===== config.mk =====
export PLATFORM = sky130hd
export DESIGN_NAME = b3h_comp
export DESIGN_NICKNAME = d
export VERILOG_FILES = /design/src/rtl/blake3_hash_256_defines.svh /design/src/rtl/b3h_pkg.sv /design/src/rtl/b3h_mix.sv /design/src/rtl/b3h_comp.sv
export SDC_FILE = /design/constraint.sdc
export NUM_CORES = 2
export LEC_CHECK = 0
export BUFFER_PORTS_ARGS = -buffer_cell sky130_fd_sc_hd__buf_4
export CAP_MARGIN = 10
export CORE_AREA = 4 4 423 425
export CTS_CLUSTER_DIAMETER = 120
export DETAILED_ROUTE_END_ITERATION = 12
export DIE_AREA = 0 0 427 429
export GPL_TIMING_DRIVEN = 1
export MAX_ROUTING_LAYER = met4
export PLACE_DENSITY_LB_ADDON = 0.2
export SLEW_MARGIN = 20
export SYNTH_ARGS = -nofsm -noshare
export SYNTH_HDL_FRONTEND = slang
export SYNTH_SLANG_ARGS = --single-unit
export TNS_END_PERCENT = 1

===== constraint.sdc =====
create_clock -name clk -period 19.95 [get_ports clk]
set_input_delay 0.9975 -clock clk [delete_from_list [all_inputs] [get_ports clk]]
set_output_delay 0.9975 -clock clk [all_outputs]
set_load 0.01 [all_outputs]

===== src/rtl/blake3_hash_256_defines.svh =====
// ----------------------------------------------------------------------------
// blake3_hash_256_defines
// Assertion macros used by the blake3_hash_256 top module.
// ----------------------------------------------------------------------------
`ifndef BLAKE3_HASH_256_DEFINES_SVH
`define BLAKE3_HASH_256_DEFINES_SVH

// same-cycle implication, reset masked
`define B3H_ASSERT(lbl, ante, cons) \
  lbl: assert property (@(posedge clk) disable iff (!rst_n) (ante) |-> (cons)) \
    else $error("blake3 check failed");

// next-cycle implication, reset masked
`define B3H_ASSERT_NEXT(lbl, ante, cons) \
  lbl: assert property (@(posedge clk) disable iff (!rst_n) (ante) |=> (cons)) \
    else $error("blake3 check failed");

`endif


===== src/rtl/b3h_pkg.sv =====
// ----------------------------------------------------------------------------
// b3h_pkg
// Types, constants and helpers of the BLAKE3 hash core.
// ----------------------------------------------------------------------------
package b3h_pkg;

  typedef logic [31:0] word_t;

  localparam word_t IV [8] = '{
    32'h6A09E667, 32'hBB67AE85, 32'h3C6EF372, 32'hA54FF53A,
    32'h510E527F, 32'h9B05688C, 32'h1F83D9AB, 32'h5BE0CD19
  };

  localparam int PERM [16] = '{2, 6, 3, 10, 7, 0, 4, 13, 1, 11, 12, 5, 9, 14, 15, 8};

  localparam logic [3:0] FLAG_START  = 4'd1;
  localparam logic [3:0] FLAG_END    = 4'd2;
  localparam logic [3:0] FLAG_PARENT = 4'd4;
  localparam logic [3:0] FLAG_ROOT   = 4'd8;

  localparam logic [6:0] BLOCK_BYTES = 7'd64;

  typedef struct packed {
    logic [7:0][31:0]  hin;
    logic [15:0][31:0] msg;
    logic [63:0]       ctr;
    logic [6:0]        blen;
    logic [3:0]        flags;
  } comp_req_t;

  function automatic word_t ror(input word_t x, input int n);
    return word_t'((x >> n) | (x << (32 - n)));
  endfunction

endpackage


===== src/rtl/b3h_mix.sv =====
// ----------------------------------------------------------------------------
// b3h_mix
// Half of the BLAKE3 G function: one message word, three adds, two rotates.
// ----------------------------------------------------------------------------
module b3h_mix (
  input  logic          second_half,
  input  b3h_pkg::word_t a_in,
  input  b3h_pkg::word_t b_in,
  input  b3h_pkg::word_t c_in,
  input  b3h_pkg::word_t d_in,
  input  b3h_pkg::word_t m_in,
  output b3h_pkg::word_t a_out,
  output b3h_pkg::word_t b_out,
  output b3h_pkg::word_t c_out,
  output b3h_pkg::word_t d_out
);
  import b3h_pkg::*;

  word_t dx;
  word_t bx;

  always_comb begin
    a_out = a_in + b_in + m_in;
    dx    = d_in ^ a_out;
    d_out = second_half ? ror(dx, 8) : ror(dx, 16);
    c_out = c_in + d_out;
    bx    = b_in ^ c_out;
    b_out = second_half ? ror(bx, 7) : ror(bx, 12);
  end

endmodule


===== src/rtl/b3h_comp.sv =====
// ----------------------------------------------------------------------------
// b3h_comp
// Iterative compression: one half G step per cycle, 112 steps per block.
// ----------------------------------------------------------------------------
module b3h_comp (
  input  logic              clk,
  input  logic              rst_n,
  input  logic              start,
  input  b3h_pkg::comp_req_t req,
  output logic              busy,
  output logic              done,
  output logic [7:0][31:0]  cv_out
);
  import b3h_pkg::*;

  word_t      v_r   [16];
  word_t      v_nxt [16];
  word_t      vm    [16];
  word_t      msg_r   [16];
  word_t      msg_nxt [16];
  logic [3:0] step_r, step_nxt;
  logic [2:0] round_r, round_nxt;
  logic       busy_r, busy_nxt;
  logic       done_r, done_nxt;
  word_t      a_o, b_o, c_o, d_o;

  b3h_mix u_mix (
    .second_half (step_r[0]),
    .a_in        (v_r[0]),
    .b_in        (v_r[4]),
    .c_in        (v_r[8]),
    .d_in        (v_r[12]),
    .m_in        (msg_r[0]),
    .a_out       (a_o),
    .b_out       (b_o),
    .c_out       (c_o),
    .d_out       (d_o)
  );

  always_comb begin
    v_nxt     = v_r;
    msg_nxt   = msg_r;
    step_nxt  = step_r;
    round_nxt = round_r;
    busy_nxt  = busy_r;
    done_nxt  = 1'b0;
    vm        = v_r;
    vm[0]     = a_o;
    vm[4]     = b_o;
    vm[8]     = c_o;
    vm[12]    = d_o;
    if (start) begin
      for (int i = 0; i < 8; i++) begin
        v_nxt[i] = req.hin[i];
      end
      for (int i = 0; i < 4; i++) begin
        v_nxt[8 + i] = IV[i];
      end
      v_nxt[12] = req.ctr[31:0];
      v_nxt[13] = req.ctr[63:32];
      v_nxt[14] = {25'd0, req.blen};
      v_nxt[15] = {28'd0, req.flags};
      for (int i = 0; i < 16; i++) begin
        msg_nxt[i] = req.msg[i];
      end
      step_nxt  = '0;
      round_nxt = '0;
      busy_nxt  = 1'b1;
    end else if (busy_r) begin
      v_nxt = vm;
      // after a full G, rotate rows; diagonalize or undo at phase ends
      if (step_r[0]) begin
        for (int r = 0; r < 4; r++) begin
          for (int c = 0; c < 4; c++) begin
            if (step_r[3:1] == 3'd3) begin
              v_nxt[r*4 + c] = vm[r*4 + ((c + 1 + r) % 4)];
            end else if (step_r[3:1] == 3'd7) begin
              v_nxt[r*4 + c] = vm[r*4 + ((c + 5 - r) % 4)];
            end else begin
              v_nxt[r*4 + c] = vm[r*4 + ((c + 1) % 4)];
            end
          end
        end
      end
      if (step_r == 4'd15) begin
        for (int i = 0; i < 16; i++) begin
          msg_nxt[i] = msg_r[(PERM[i] + 1) % 16];
        end
      end else begin
        for (int i = 0; i < 16; i++) begin
          msg_nxt[i] = msg_r[(i + 1) % 16];
        end
      end
      step_nxt = step_r + 4'd1;
      if (step_r == 4'd15) begin
        round_nxt = round_r + 3'd1;
        if (round_r == 3'd6) begin
          busy_nxt = 1'b0;
          done_nxt = 1'b1;
        end
      end
    end
  end

  always_ff @(posedge clk) begin
    if (!rst_n) begin
      busy_r  <= 1'b0;
      done_r  <= 1'b0;
      step_r  <= '0;
      round_r <= '0;
    end else begin
      busy_r  <= busy_nxt;
      done_r  <= done_nxt;
      step_r  <= step_nxt;
      round_r <= round_nxt;
    end
  end

  always_ff @(posedge clk) begin
    v_r   <= v_nxt;
    msg_r <= msg_nxt;
  end

  always_comb begin
    for (int i = 0; i < 8; i++) begin
      cv_out[i] = v_r[i] ^ v_r[i + 8];
    end
  end

  assign busy = busy_r;
  assign done = done_r;

endmodule


Yosys cells after proc, flatten, opt, wreduce, memory -nomap -nowiden
Index checks and enable logic that the tools add are counted.
{"block": "classes", "n_addsub": 5, "mul": 0, "div": 0, "magnitude_cmp": 0, "eq_ne": 6, "shift": 0, "muxes": 37, "bitwise_logic": 18, "n_reduce_logical": 10}
{"op": "512-bit 2-to-1 mux", "count": 6}
{"op": "32-bit 2-to-1 mux", "count": 26}
{"op": "32-bit XOR", "count": 10}
{"op": "32-bit adder", "count": 3}
{"op": "16-bit by 32-bit bitwise OR with 32-bit output", "count": 1}
{"op": "20-bit by 32-bit bitwise OR with 32-bit output", "count": 1}
{"op": "24-bit by 32-bit bitwise OR with 32-bit output", "count": 1}
{"op": "25-bit by 32-bit bitwise OR with 32-bit output", "count": 1}
{"op": "3-bit AND reduction", "count": 3}
{"op": "3-bit == test (second input constant)", "count": 2}
{"op": "2-bit AND reduction", "count": 3}
{"op": "1-bit 2-to-1 mux", "count": 5}
{"op": "4-bit by 1-bit adder with 4-bit output (second input constant)", "count": 1}
{"op": "4-bit == test (second input constant)", "count": 1}
{"op": "1-bit NOT", "count": 4}
{"op": "2-bit nonzero test", "count": 2}
{"op": "4-bit OR reduction", "count": 1}
{"op": "3-bit by 1-bit adder with 3-bit output (second input constant)", "count": 1}
{"op": "3-bit by 2-bit == test with 1-bit output (second input constant)", "count": 1}
{"op": "3-bit by 2-bit != test with 1-bit output (second input constant)", "count": 1}
{"op": "2-bit != test (second input constant)", "count": 1}
{"op": "2-bit OR reduction", "count": 1}
{"block": "word_totals", "ff_bits": 1033, "latch_bits": 0, "ram_bits": 0, "mem_bits_ro": 0, "output_inout_bits": 258, "n_memories": 0}

Depth between registers and ports, before layout
{"block": "depth", "depth_word": 14, "depth_mapped": 29}

Modules after synthesis
A second synthesis with hierarchy kept.
{"block": "hier_totals", "hier_cells": 5601, "hier_area_um2": 59270.6}
{"mod": "b3h_comp", "instances": 1, "cells_per_inst": 4908, "area_each_um2": 53782.8, "seq_area_each_um2": 29117.9}
{"mod": "b3h_mix", "instances": 1, "cells_per_inst": 693, "area_each_um2": 5487.8, "seq_area_each_um2": 0.0}

Worst setup path after synthesis
OpenSTA, ideal clock, no wires.
{"block": "synth_timing", "kind": "input-to-reg", "start": "input port start", "end": "register msg_r[0] in the netlist's numbering (enable)", "setup_ns": 4.277, "arrival_ns": 11.391, "slack_ns": 4.282, "stages": 4, "path_buffers": 2, "path_cell_list": "clkbuf_1 -> inv_1 -> clkbuf_1 -> nand2_1"}
{"block": "synth_between", "elab_chain_cells": 1}
{"element": "start: declaration", "line_no": "b3h_comp.sv:8", "source": "input logic start,"}
{"element": "2-bit nonzero test (no source line)"}
{"element": "end signal: assignment", "line_no": "b3h_comp.sv:121", "source": "msg_r <= msg_nxt;"}
{"element": "end: declaration", "line_no": "b3h_comp.sv:19", "source": "word_t msg_r [16];"}
No other way between the ends.
A chain may end at the register's enable or synchronous reset.

==> flow_summary.json <==
{
  "grt_max_degree": 203,
  "wl_mm": 293,
  "insertion_delay_ps": 780,
  "slew-limit-headroom_pct": 16.3,
  "syn_nets": 6636,
  "initial_core_util_pct": 32.8,
  "multiInputGateArea_um2": 26900,
  "post_dp_cell_area_um2": 68100,
  "boundaryPins": 1104,
  "synthArstFlopShare_pct": 0,
  "finalHoldViolations": 0,
  "reg2regPathDepth": 26,
  "port_buffers": 1103,
  "viasPerCell": 5.72,
  "ir_drop_uv": 256,
  "cts.sinks": 1033,
  "num_rows": 154,
  "drive_gt1_share_pct": 21.7,
  "start_kind": "flop",
  "setup_violations": 0,
  "syn_area_per_cell_um2": 10.1,
  "ys_seq_area_share_pct": 50.6,
  "place_congestion": 1.03,
  "slew_viol_final": 0,
  "skew_ps": 51.8,
  "postLayoutCoreUtil_pct": 41.4,
  "crit_fanout": 6,
  "fmax_mhz": 108,
  "clk_pin_slew_ps": 60,
  "core_area_um2": 175000,
  "critical_path_class": "reg2reg",
  "die-height_um": 429,
  "p_leak_nw": 29.9,
  "final_nets": 7547,
  "postCtsSetupBuffers": 0,
  "reg2reg_setup_slack_ps": 10680,
  "wl_per_cell_um": 32.2,
  "post-route-period-util_pct": 46.5,
  "final_area_um2": 72500,
  "dieArea_um2": 183000,
  "rsz0062_at_grt": "no",
  "drtPass1Iterations": 7,
  "fill_cells": 17300,
  "hold_class": "in2reg",
  "synth_edf_count": 843,
  "crit_required_ps": 20390,
  "antenna_found_initial": 55,
  "yosys_warnings": 0,
  "yosys_most_used_dff": "edfxtp_1",
  "cts_hold_buf": 0,
  "worst_r2r_startpoint": "v_r[353]",
  "cp_data_arrival_time_ps": 9710,
  "grt_pass1_wl_mm": 393,
  "period_needed_ps": 9270,
  "crit_end": "v_r[359]",
  "first_global_vias": 49000,
  "worst_pin_slew_ps": 1250,
  "post-route-drc-count": 0,
  "area_delta_synth_final_pct": 26.1,
  "synthesis.area_um2": 57500,
  "clock_path_buffers": 3,
  "drt_iter0_markers": 7424,
  "overflow": 0,
  "cts-htree-levels": 4,
  "grt_util_all_layers_pct": 31.3,
  "cts_buffers": 131,
  "synth_cells": 5689,
  "startpoint": "v_r[353]",
  "ant_nets": 0,
  "maxCapViolations": 0,
  "power.density_nw_per_um2": 205,
  "cts_resized": 0,
  "vias": 52000,
  "final-seq-area_um2": 29100,
  "die_x_um": 427,
  "fin_setup_tns_ps": 0,
  "cts_root_buf": "clkbuf_16",
  "ys_types": 88,
  "cp-end-kind": "flop",
  "hpwlAfterDp_mm": 224,
  "yosys_register_bits": 1033,
  "r2r-end": "v_r[359]",
  "status": "finished clean",
  "cts_tree": "built"
}
[worst min path at each step]
stage                          start       end  cells after the start
after floorplan           round_r[2]      done                      2
after global placement       v_r[61]   v_r[61]                      2
after detailed placement     v_r[61]   v_r[61]                      2
after CTS                   req[683]  v_r[384]                      3
after global routing        req[652]  v_r[417]                      3
final                       req[683]  v_r[384]                      3
[placed cells by master (no fill, tap or decap), types with 44 or more instances in the layout]
cell,netlist,layout
o221ai_1,51,51
a22oi_1,44,44
nor2_1,274,264
mux2i_1,620,620
ha_1,68,68
xnor2_1,69,64
o21ai_0,885,884
diode_2,0,46
xor2_1,307,306
a21oi_1,214,213
o211ai_1,52,52
dfxtp_1,190,187
clkbuf_16,0,140
buf_4,0,1182
edfxtp_1,843,843
nand2_1,1137,1130
[report_power, final]
part	internal (mW)	total, mW	switching, mW
Sequential	2.67	3.05	0.377
Clock	1.40	2.42	1.02
Combinational	2.53	9.43	6.90
[state kept, by name (all words and copies together) (netlist names)]
signal	cells
msg_r	512
v_r	512
step_r	4
round_r	3
busy	1
done	1
[cells in the mapped netlist, types with 12 or more instances]
library cell  count  area (um2)
a311oi_1         29         254
ha_1             68         851
o21ai_0         885        4430
buf_1            59         221
o311ai_0         33         289
o211ai_1         52         390
a22oi_1          44         330
nand2_1        1137        4270
nor2_1          274        1030
fa_1             33         661
and3_1           16         100
a32oi_1          20         175
a221o_1          33         330
clkbuf_1        348        1310
xnor2_1          69         604
inv_1            35         131
edfxtp_1        843       25300
a21o_1           33         248
or3_1            12        75.1
a211oi_1         12        90.1
o221ai_1         51         447
a22o_1           42         368
mux2i_1         620        6210
nor3_1           23         115
nand3_1          32         160
a21oi_1         214        1070
dfxtp_1         190        3800
xor2_1          307        2690
[critical path: stages (launching register included)]
cell and delay, ps:
edfxtp_1 450, inv_1 130, fa_1 410, inv_1 70
ha_1 190, inv_1 70, fa_1 460, nor2b_1 180
o211a_1 240, o221ai_2 200, a21oi_1 230, o21ai_0 140
xnor2_1 740, xor2_1 960, mux2i_1 390, inv_1 270
ha_1 330, a21oi_1 180, o211ai_1 100, o211a_1 150
a211oi_4 490, o21ai_1 240, xnor2_1 530, xor2_1 800
a21oi_1 220, a21oi_1 410, o21ai_0 310
[cells by family (layout without fill, tap and decap cells)]
logic type	after synthesis	in the layout	synth area share (%)
xor gates and xnor gates	385	385	6.05
adders and majority gates	101	101	2.63
buffers and inverters	450	1465	2.95
DFF	1033	1033	50.6
AOI/OAI and AO/OA	1557	1557	16.3
other	0	46	0
muxes	622	622	10.8
and+or+nand+nor	1541	1541	10.6
[metal layers]
metal	track usage [%]	vias up	wire (um)
met5	-	-	0
met4	17.1	0	18000
met3	5.91	536	25700
met2	43.8	3029	125000
met1	42.6	25800	124000
li1	-	22600	-
[metrics by stage]
step	cells	hold slack [ps]	setup slack, ps	power (mW)
2_1_floorplan	5689	444	4280	7.36
3_3_place_gp	8807	479	10730	12.0
6_report	9090	479	10680	14.9
5_1_grt	9086	458	10750	15.1
4_1_cts	9044	427	11330	14.4
3_5_place_dp	8807	482	11380	11.9
[final cells by class]
type                    instances  area share, %
clock buffers                 182           5.19
flip-flops and latches       1033           40.2
clock inverters                55          0.716
well taps                    2340           4.04
diodes                         46          0.159
multi-input cells            4206           37.1
repair buffers               1191           12.5
inverters                      37          0.193
Note: power is estimated with default switching activity, not from simulation.
